$ cat src/gssc_pkg.sv
// Shared constants, codes and types for the gas sensor sample conditioner.
package gssc_pkg;

  localparam int SAMPLE_W      = 12;
  localparam int SUM_W         = 15;
  localparam int LEVEL_W       = 10;
  localparam int WEIGHT_W      = 9;
  localparam int DISP_W        = 9;
  localparam int STATUS_W      = 4;
  localparam int HIT_W         = 4;
  localparam int CFG_IDX_W     = 3;
  localparam int CFG_DATA_W    = 12;

  localparam int GROUP_SIZE    = 6;
  localparam int FAULT_CONFIRM = 8;
  localparam int SAMPLE_LIMIT  = 4092;
  localparam int LEVEL_MAX     = 999;
  localparam int DISPLAY_MAX   = 500;
  localparam int SCALE_GAIN    = 5000;
  localparam int WEIGHT_ONE    = 256;
  localparam int HIT_MAX       = 15;

  // Shared multiplier operand and product widths
  localparam int MUL_W         = 13;
  localparam int PROD_W        = 2 * MUL_W;

  // Divider: numerator up to 999*500 + 511, divisor is the level span
  localparam int NUM_W         = 19;
  localparam int DEN_W         = LEVEL_W;
  localparam int DIV_CNT_W     = $clog2(NUM_W);

  // Register indexes
  localparam logic [CFG_IDX_W-1:0] REG_ZERO_POINT = 3'd0;
  localparam logic [CFG_IDX_W-1:0] REG_FULL_POINT = 3'd1;
  localparam logic [CFG_IDX_W-1:0] REG_OPEN_THR   = 3'd2;
  localparam logic [CFG_IDX_W-1:0] REG_SHORT_THR  = 3'd3;
  localparam logic [CFG_IDX_W-1:0] REG_WEIGHT     = 3'd4;

  // Status codes
  localparam logic [STATUS_W-1:0] ST_FRESH          = 4'd0;
  localparam logic [STATUS_W-1:0] ST_HELD_OPEN      = 4'd1;
  localparam logic [STATUS_W-1:0] ST_HELD_SHORT     = 4'd2;
  localparam logic [STATUS_W-1:0] ST_OFF            = 4'd3;
  localparam logic [STATUS_W-1:0] ST_FEW_SAMPLES    = 4'd4;
  localparam logic [STATUS_W-1:0] ST_OPEN_NO_VALUE  = 4'd5;
  localparam logic [STATUS_W-1:0] ST_SHORT_NO_VALUE = 4'd6;
  localparam logic [STATUS_W-1:0] ST_OPEN_FAULT     = 4'd7;
  localparam logic [STATUS_W-1:0] ST_SHORT_FAULT    = 4'd8;

  typedef struct packed {
    logic             start;
    logic [NUM_W-1:0] numerator;
    logic [DEN_W-1:0] denominator;
  } div_req_t;

  typedef struct packed {
    logic             done;
    logic [NUM_W-1:0] quotient;
  } div_rsp_t;

endpackage

$ cat src/gssc_divider.sv
// Restoring divider, one quotient bit per cycle.
module gssc_divider
  import gssc_pkg::*;
(
  input  logic     clk,
  input  logic     rst,
  input  div_req_t req,
  output div_rsp_t rsp
);

  localparam logic [DIV_CNT_W-1:0] LAST_STEP = DIV_CNT_W'(NUM_W - 1);

  logic                 busy;
  logic                 done;
  logic [DIV_CNT_W-1:0] step;
  logic [NUM_W-1:0]     num;
  logic [DEN_W-1:0]     den;
  logic [DEN_W-1:0]     rem;
  logic [DEN_W:0]       trial;
  logic [DEN_W:0]       diff;
  logic                 fits;

  assign trial = {rem, num[NUM_W-1]};
  assign fits  = trial >= {1'b0, den};
  assign diff  = trial - {1'b0, den};

  always_ff @(posedge clk) begin
    if (rst) begin
      busy <= 1'b0;
      done <= 1'b0;
      step <= '0;
    end else begin
      done <= 1'b0;
      if (req.start) begin
        busy <= 1'b1;
        step <= '0;
      end else if (busy) begin
        step <= step + 1'b1;
        if (step == LAST_STEP) begin
          busy <= 1'b0;
          done <= 1'b1;
        end
      end
    end
  end

  always_ff @(posedge clk) begin
    if (req.start) begin
      num <= req.numerator;
      den <= req.denominator;
      rem <= '0;
    end else if (busy) begin
      // shift the next numerator bit in, keep the difference when it fits
      rem <= fits ? diff[DEN_W-1:0] : trial[DEN_W-1:0];
      num <= {num[NUM_W-2:0], fits};
    end
  end

  assign rsp.done     = done;
  assign rsp.quotient = num;

endmodule

$ cat src/gas_sensor_sample_conditioner_core.sv
// Gas sensor sample conditioner: converter words arrive in groups of six and each group
// yields one result word, as does every sensor-off word. A word that neither closes a group
// nor reports sensor off keeps the input ready; a sensor-off word goes straight to the
// output step. A closing word runs a sequencer around one shared 13x13 multiplier
// (scaling, two filter products, display gain) and a 19-step restoring divider for the
// display mapping: a fresh value is scaled, filtered and mapped, a held value only mapped,
// and fault, pending with no value and short-group results go to the output step. The input
// is not ready while a group closes, and a finished result holds the block in its last step
// for as long as the output register is full; a result that has been handed on waits there
// while the next word is taken.
module gas_sensor_sample_conditioner_core
  import gssc_pkg::*;
(
  input  logic                  clk,
  input  logic                  rst,
  input  logic                  s_axis_tvalid,
  output logic                  s_axis_tready,
  input  logic [15:0]           s_axis_tdata,  // [11:0] sample
  input  logic [1:0]            s_axis_tuser,  // [0] conversion_ok, [1] sensor_off
  output logic                  m_axis_tvalid,
  input  logic                  m_axis_tready,
  output logic [15:0]           m_axis_tdata,  // [8:0] display_value
  output logic [3:0]            m_axis_tuser,  // [3:0] status
  input  logic                  cfg_we,
  input  logic [CFG_IDX_W-1:0]  cfg_index,
  input  logic [CFG_DATA_W-1:0] cfg_data
);

  localparam logic [3:0] S_IDLE      = 4'd0;
  localparam logic [3:0] S_EVAL      = 4'd1;
  localparam logic [3:0] S_SCALE_MUL = 4'd2;
  localparam logic [3:0] S_SCALE     = 4'd3;
  localparam logic [3:0] S_IIR_A     = 4'd4;
  localparam logic [3:0] S_IIR_B     = 4'd5;
  localparam logic [3:0] S_IIR_SUM   = 4'd6;
  localparam logic [3:0] S_MAP       = 4'd7;
  localparam logic [3:0] S_DIV_START = 4'd8;
  localparam logic [3:0] S_DIV_WAIT  = 4'd9;
  localparam logic [3:0] S_DONE      = 4'd10;

  // configuration
  logic [LEVEL_W-1:0]  zero_point;
  logic [LEVEL_W-1:0]  full_point;
  logic [SAMPLE_W-1:0] open_thr;
  logic [SAMPLE_W-1:0] short_thr;
  logic [WEIGHT_W-1:0] weight;

  // group and filter state
  logic [3:0]          state;
  logic [2:0]          group_pos;
  logic [2:0]          good_count;
  logic [SUM_W-1:0]    sample_sum;
  logic [SAMPLE_W-1:0] largest;
  logic [SAMPLE_W-1:0] smallest;
  logic [HIT_W-1:0]    open_hits;
  logic [HIT_W-1:0]    short_hits;
  logic [LEVEL_W-1:0]  filt;

  // datapath payload
  logic [SAMPLE_W-1:0] avg;
  logic [LEVEL_W-1:0]  level;
  logic [18:0]         acc;
  logic [PROD_W-1:0]   prod;
  logic [MUL_W-1:0]    mul_a;
  logic [MUL_W-1:0]    mul_b;
  logic [DISP_W-1:0]   res_disp;
  logic [STATUS_W-1:0] res_status;

  logic [SAMPLE_W-1:0] sample;
  logic                conv_ok;
  logic                sensor_off;
  logic                accept;
  logic                good;
  logic                group_end;
  logic [SUM_W-1:0]    trim;
  logic [SAMPLE_W-1:0] avg_now;
  logic [HIT_W-1:0]    open_inc;
  logic [HIT_W-1:0]    short_inc;
  logic [WEIGHT_W-1:0] w_eff;
  logic [WEIGHT_W-1:0] w_rest;
  logic [SAMPLE_W-1:0] scaled;
  logic [18:0]         iir_sum;
  logic [10:0]         iir_level;
  logic [LEVEL_W-1:0]  span;
  logic                out_free;
  div_req_t            div_req;
  div_rsp_t            div_rsp;

  assign sample     = s_axis_tdata[SAMPLE_W-1:0];
  assign conv_ok    = s_axis_tuser[0];
  assign sensor_off = s_axis_tuser[1];

  assign s_axis_tready = (state == S_IDLE);
  assign accept        = s_axis_tvalid && s_axis_tready;
  assign good          = conv_ok && (sample <= SAMPLE_W'(SAMPLE_LIMIT));
  assign group_end     = (group_pos == 3'(GROUP_SIZE - 1));

  assign trim      = sample_sum - SUM_W'(largest) - SUM_W'(smallest);
  assign avg_now   = trim[SAMPLE_W+1:2];
  assign open_inc  = (open_hits == HIT_W'(HIT_MAX)) ? open_hits : open_hits + 1'b1;
  assign short_inc = (short_hits == HIT_W'(HIT_MAX)) ? short_hits : short_hits + 1'b1;

  assign w_eff     = (weight > WEIGHT_W'(WEIGHT_ONE)) ? WEIGHT_W'(WEIGHT_ONE) : weight;
  assign w_rest    = WEIGHT_W'(WEIGHT_ONE) - w_eff;
  // floor(floor(avg*5000/4096)*5/10) is one shift of thirteen
  assign scaled    = prod[SAMPLE_W+12:13];
  assign iir_sum   = acc + prod[18:0];
  assign iir_level = iir_sum[18:8];
  assign span      = full_point - zero_point;
  assign out_free  = !m_axis_tvalid || m_axis_tready;

  // shared multiplier operand select
  always_comb begin
    mul_a = MUL_W'(avg);
    mul_b = MUL_W'(SCALE_GAIN);
    case (state)
      S_IIR_A: begin
        mul_a = MUL_W'(w_eff);
        mul_b = MUL_W'(level);
      end
      S_IIR_B: begin
        mul_a = MUL_W'(w_rest);
        mul_b = MUL_W'(filt);
      end
      S_MAP: begin
        mul_a = MUL_W'(filt - zero_point);
        mul_b = MUL_W'(DISPLAY_MAX);
      end
      default: begin
        mul_a = MUL_W'(avg);
        mul_b = MUL_W'(SCALE_GAIN);
      end
    endcase
  end

  always_ff @(posedge clk) begin
    prod <= mul_a * mul_b;
  end

  assign div_req.start       = (state == S_DIV_START);
  assign div_req.numerator   = prod[NUM_W-1:0] + NUM_W'(span >> 1);
  assign div_req.denominator = span;

  gssc_divider u_divider (
    .clk (clk),
    .rst (rst),
    .req (div_req),
    .rsp (div_rsp)
  );

  always_ff @(posedge clk) begin
    if (rst) begin
      zero_point <= '0;
      full_point <= LEVEL_W'(LEVEL_MAX);
      open_thr   <= SAMPLE_W'(40);
      short_thr  <= SAMPLE_W'(4050);
      weight     <= WEIGHT_W'(64);
    end else if (cfg_we) begin
      unique case (cfg_index)
        REG_ZERO_POINT: zero_point <= cfg_data[LEVEL_W-1:0];
        REG_FULL_POINT: full_point <= cfg_data[LEVEL_W-1:0];
        REG_OPEN_THR:   open_thr   <= cfg_data;
        REG_SHORT_THR:  short_thr  <= cfg_data;
        REG_WEIGHT:     weight     <= cfg_data[WEIGHT_W-1:0];
        default: ;
      endcase
    end
  end

  always_ff @(posedge clk) begin
    if (rst) begin
      state      <= S_IDLE;
      group_pos  <= '0;
      good_count <= '0;
      sample_sum <= '0;
      largest    <= '0;
      smallest   <= '1;
      open_hits  <= '0;
      short_hits <= '0;
      filt       <= '0;
    end else begin
      unique case (state)
        S_IDLE: begin
          if (accept) begin
            if (sensor_off) begin
              group_pos  <= '0;
              good_count <= '0;
              sample_sum <= '0;
              largest    <= '0;
              smallest   <= '1;
              res_status <= ST_OFF;
              res_disp   <= '0;
              state      <= S_DONE;
            end else begin
              if (good) begin
                if (sample > largest) largest <= sample;
                if (sample < smallest) smallest <= sample;
                sample_sum <= sample_sum + SUM_W'(sample);
                good_count <= good_count + 1'b1;
              end
              group_pos <= group_pos + 1'b1;
              if (group_end) begin
                state <= S_EVAL;
              end
            end
          end
        end
        S_EVAL: begin
          // clear the group while its totals are read
          group_pos  <= '0;
          good_count <= '0;
          sample_sum <= '0;
          largest    <= '0;
          smallest   <= '1;
          avg        <= avg_now;
          res_disp   <= '0;
          if (good_count < 3'(GROUP_SIZE)) begin
            res_status <= ST_FEW_SAMPLES;
            state      <= S_DONE;
          end else if (avg_now <= open_thr) begin
            // open wins when both thresholds hit
            if (open_inc >= HIT_W'(FAULT_CONFIRM)) begin
              open_hits  <= '0;
              short_hits <= '0;
              filt       <= '0;
              res_status <= ST_OPEN_FAULT;
              state      <= S_DONE;
            end else begin
              open_hits <= open_inc;
              if (filt != '0) begin
                res_status <= ST_HELD_OPEN;
                state      <= S_MAP;
              end else begin
                res_status <= ST_OPEN_NO_VALUE;
                state      <= S_DONE;
              end
            end
          end else if (avg_now >= short_thr) begin
            if (short_inc >= HIT_W'(FAULT_CONFIRM)) begin
              open_hits  <= '0;
              short_hits <= '0;
              filt       <= '0;
              res_status <= ST_SHORT_FAULT;
              state      <= S_DONE;
            end else begin
              short_hits <= short_inc;
              if (filt != '0) begin
                res_status <= ST_HELD_SHORT;
                state      <= S_MAP;
              end else begin
                res_status <= ST_SHORT_NO_VALUE;
                state      <= S_DONE;
              end
            end
          end else begin
            open_hits  <= '0;
            short_hits <= '0;
            res_status <= ST_FRESH;
            state      <= S_SCALE_MUL;
          end
        end
        S_SCALE_MUL: begin
          state <= S_SCALE;
        end
        S_SCALE: begin
          if (filt == '0) begin
            // first value loads the filter directly
            filt  <= (scaled > SAMPLE_W'(LEVEL_MAX)) ? LEVEL_W'(LEVEL_MAX) : scaled[LEVEL_W-1:0];
            state <= S_MAP;
          end else begin
            level <= (scaled > SAMPLE_W'(LEVEL_MAX)) ? LEVEL_W'(LEVEL_MAX) : scaled[LEVEL_W-1:0];
            state <= S_IIR_A;
          end
        end
        S_IIR_A: begin
          state <= S_IIR_B;
        end
        S_IIR_B: begin
          acc   <= prod[18:0];
          state <= S_IIR_SUM;
        end
        S_IIR_SUM: begin
          filt  <= (iir_level > 11'(LEVEL_MAX)) ? LEVEL_W'(LEVEL_MAX) : iir_level[LEVEL_W-1:0];
          state <= S_MAP;
        end
        S_MAP: begin
          if (filt <= zero_point) begin
            res_disp <= '0;
            state    <= S_DONE;
          end else if (filt >= full_point) begin
            res_disp <= DISP_W'(DISPLAY_MAX);
            state    <= S_DONE;
          end else begin
            state <= S_DIV_START;
          end
        end
        S_DIV_START: begin
          state <= S_DIV_WAIT;
        end
        S_DIV_WAIT: begin
          if (div_rsp.done) begin
            res_disp <= div_rsp.quotient[DISP_W-1:0];
            state    <= S_DONE;
          end
        end
        S_DONE: begin
          // hold until the output register is free
          if (out_free) begin
            state <= S_IDLE;
          end
        end
        default: begin
          state <= S_IDLE;
        end
      endcase
    end
  end

  always_ff @(posedge clk) begin
    if (rst) begin
      m_axis_tvalid <= 1'b0;
    end else if (state == S_DONE && out_free) begin
      m_axis_tvalid <= 1'b1;
    end else if (m_axis_tready) begin
      m_axis_tvalid <= 1'b0;
    end
  end

  always_ff @(posedge clk) begin
    if (state == S_DONE && out_free) begin
      m_axis_tdata <= 16'(res_disp);
      m_axis_tuser <= res_status;
    end
  end

endmodule

$ cat config.mk
export PLATFORM = sky130hd
export DESIGN_NAME = gas_sensor_sample_conditioner_core
export DESIGN_NICKNAME = d
export VERILOG_FILES = /design/src/gssc_pkg.sv /design/src/gssc_divider.sv /design/src/gas_sensor_sample_conditioner_core.sv
export SDC_FILE = /design/constraint.sdc
export NUM_CORES = 1
export LEC_CHECK = 0
export BUFFER_PORTS_ARGS = -buffer_cell sky130_fd_sc_hd__buf_2
export CORE_AREA = 2 2 253 180
export CTS_BUF_LIST = sky130_fd_sc_hd__clkbuf_4
export CTS_CLUSTER_SIZE = 25
export DETAILED_ROUTE_END_ITERATION = 10
export DIE_AREA = 0 0 255 182
export HOLD_SLACK_MARGIN = 0.03
export SLEW_MARGIN = 20
export SYNTH_ARGS = -nofsm -noshare
export SYNTH_HDL_FRONTEND = slang
export SYNTH_SLANG_ARGS = --single-unit
$ cat constraint.sdc
create_clock -name clk -period 15.5 [get_ports clk]
set_input_delay 0.775 -clock clk [delete_from_list [all_inputs] [get_ports clk]]
set_output_delay 0.775 -clock clk [all_outputs]
set_load 0.005 [all_outputs]
==> qor.csv <==
metric,value,unit
ys_types,78,
clock-sinks,258,
yosysTopAreaCellShare,16.5,%
yosysTopAreaCell,dfxtp_1,
cts-resized-gates,0,
busiest_layer,met1,
area_growth,9.83,%
syn-instance-count,2195,
synth-seq-area-share,31.2,%
numCtsBuffers,72,
endpoint_kind,flip-flop,
met3_usage,6.77,%
port_buffers,48,
coreArea,44300,sq um
clock.fmax,119,MHz
dpl.cell_count,2812,
fillers,4315,
synthFlopType,dfxtp_1,
fp-row-count,65,
synth-warning-count,0,
drive_above_1_share,9.32,%
cp_max_fo,8,
met1_usage,35.2,%
initial_core_util,44.2,%
cts_tree,done,
path_class,reg -> reg,
clkLatencyLatePin,0.83,ns
worstHoldStart,cfg_data[10],
cts_setup_buffers,0,
drc,0,
min_path_type,in -> reg,
min_period_over_period,54.2,%
r2r-start,filt[0],
die-area,46400,sq um
post-route-cell-area,21500,sq um
rsz0062_at_grt,no,
ys_seq_elements,258,
clkSlewWorstSetupHoldPaths,0.06,ns
cpMostUsedCell,inv_1,
r2r_slack,7.09,ns
synth_area_leaders,"dfxtp_1, edfxtp_1, ha_1",
layout_setup_ws,7.09,ns
antenna_left,0,
ir_drop,253,uV
via_per_inst,5.28,
syn_area_per_cell,8.93,sq um
synth_enable_flop_cells,96,
p_leak,9.73,nW
arrival,9.08,ns
period_needed,8.41,ns
grt_max_degree,74,
worstReg2RegEnd,prod[24],
use_met2,29.3,%
async_flop_share,0,%
dp_slack,7.17,ns
critPathRequiredTime,16.17,ns
cap_violations,0,
dp_hpwl,39900,um
final_common_cell,inv_1,
tightestPinTransition,1.09,ns
vias,15600,
slowest_delay,0.57,ns
ctsRootBufferMaster,clkbuf_4,
hold_viol,0,
fin_skew,0.0716,ns
fin_hold_ws,0.192,ns
cts_max_level,3,
post-route-util,48.6,%
die_w,255,um
boundaryPins,60,
placed_cell_area,20500,sq um
post_drt_wl_per_cell,17.3,um
status,finished clean,
drtPass1Iterations,5,
finalSetupViolCount,0,
hold_depth,3,
max-slew-margin-rel,26.9,%
gp_congestion,0.903,
wl,51000,um
hold_buffers,0,
nets,2652,
synth_area,19600,sq um
final_max_slew_viol_count,0,
instances_no_fill,2951,
r2r_cells,33,
holdPathEnd,short_thr[10],
slowest_stage,fa_1,
die_y,182,um
final_cell_mix,"inv_1, ha_1, nand2_1",
grt_pass1_wl,81500,um
grt_pass1_vias,15100,
antenna_found_initial,3,
setup.worst_path.start_class,flip-flop,
p_per_area,227,nW/um^2
clock_path_buffers,3,
detail_route.iter0.violations,1028,
p_total,4.88,mW
grt_usage,22.6,%
grt.overflow.total,0,
setup_tns,0,ns
[cells by family after synthesis]
kind of cell	Yosys count	synth area share, %
other cells	2	0.0383
compound gates	448	14.8
flops	258	31.2
simple gates	676	16.1
buf+inv	370	7.23
mux	15	0.810
xor+xnor	95	4.24
fa+ha+maj	331	25.4
[worst max-delay path, delay by kind of cell (launching register included)]
family                   cells  cell delay (ns)
buffers and inverters        6             0.64
AND/OR/NAND/NOR              9             1.63
adder cells (fa/ha/maj)      8             3.39
AO/OA/AOI/OAI               10             2.28
flip-flops                   1             0.32
[registers in the layout, summed over array words and instances, names as in the netlist, 5 cells and up]
signal          cells
smallest           12
weight              9
u_divider.num      19
level              10
full_point         10
res_disp            9
sample_sum         14
zero_point         10
largest            12
short_thr          12
avg                12
prod               25
u_divider.rem      10
acc                19
u_divider.den      10
open_thr           12
m_axis_tdata        9
filt               10
u_divider.step      5
[cell type report]
type | count | area, sq um | share of cell area, %
well taps | 603 | 754 | 3.50
inverters | 304 | 1140 | 5.30
multi-input cells | 1582 | 12200 | 56.4
repair buffers | 65 | 370 | 1.72
clock inverters | 26 | 191 | 0.889
clock buffers | 104 | 781 | 3.62
diodes | 9 | 22.5 | 0.105
flip-flops and latches | 258 | 6130 | 28.4
[synthesized netlist by cell type (all sizes together), types with 4 or more instances]
cell type	n
ha	218
a21boi	8
a41oi	4
o22a	12
a31oi	8
or4	4
nand2	213
a221oi	6
mux2i	11
or3	13
nor3b	6
nand3b	10
clkbuf	52
dfxtp	162
nand2b	34
o21ai	91
a32oi	6
a21o	45
o21a	11
nand4	24
nor3	44
a22oi	24
o22ai	9
nand3	29
o211ai	7
and2	19
nor2b	32
o31ai	7
a211o	11
a2111oi	5
xor2	34
a21oi	141
nor4	6
fa	113
mux2	4
inv	303
nor2	211
or2	7
edfxtp	96
buf	14
a211oi	23
o21bai	13
xnor2	61
and3	18
[per-layer routing]
| metal | vias up | share of wire (%) |
|---|---|---|
| li1 | 7661 | - |
| met1 | 7380 | 52 |
| met2 | 460 | 38 |
| met3 | 86 | 8.4 |
| met4 | 0 | 2.2 |
| met5 | - | 0 |
[worst max path at each step]
stage	from	endpoint	slack [ns]	cells after the start
final	filt[0]	prod[24]	7.09	33
after global routing	filt[0]	prod[24]	6.39	33
after CTS	filt[0]	prod[24]	7.12	33
after detailed placement	filt[0]	prod[24]	7.17	33
after global placement	state[1]	prod[24]	7.29	27
after floorplan	filt[0]	prod[24]	8.15	33
[report_power, final]
| part | internal [mW] | leakage (nW) | switching (mW) | total (mW) |
|---|---|---|---|---|
| clock network | 0.361 | 0.573 | 0.314 | 0.675 |
| registers | 0.920 | 2.19 | 0.103 | 1.02 |
| logic | 1.29 | 6.96 | 1.90 | 3.18 |
No activity file was read; power rests on OpenSTA's default activity.
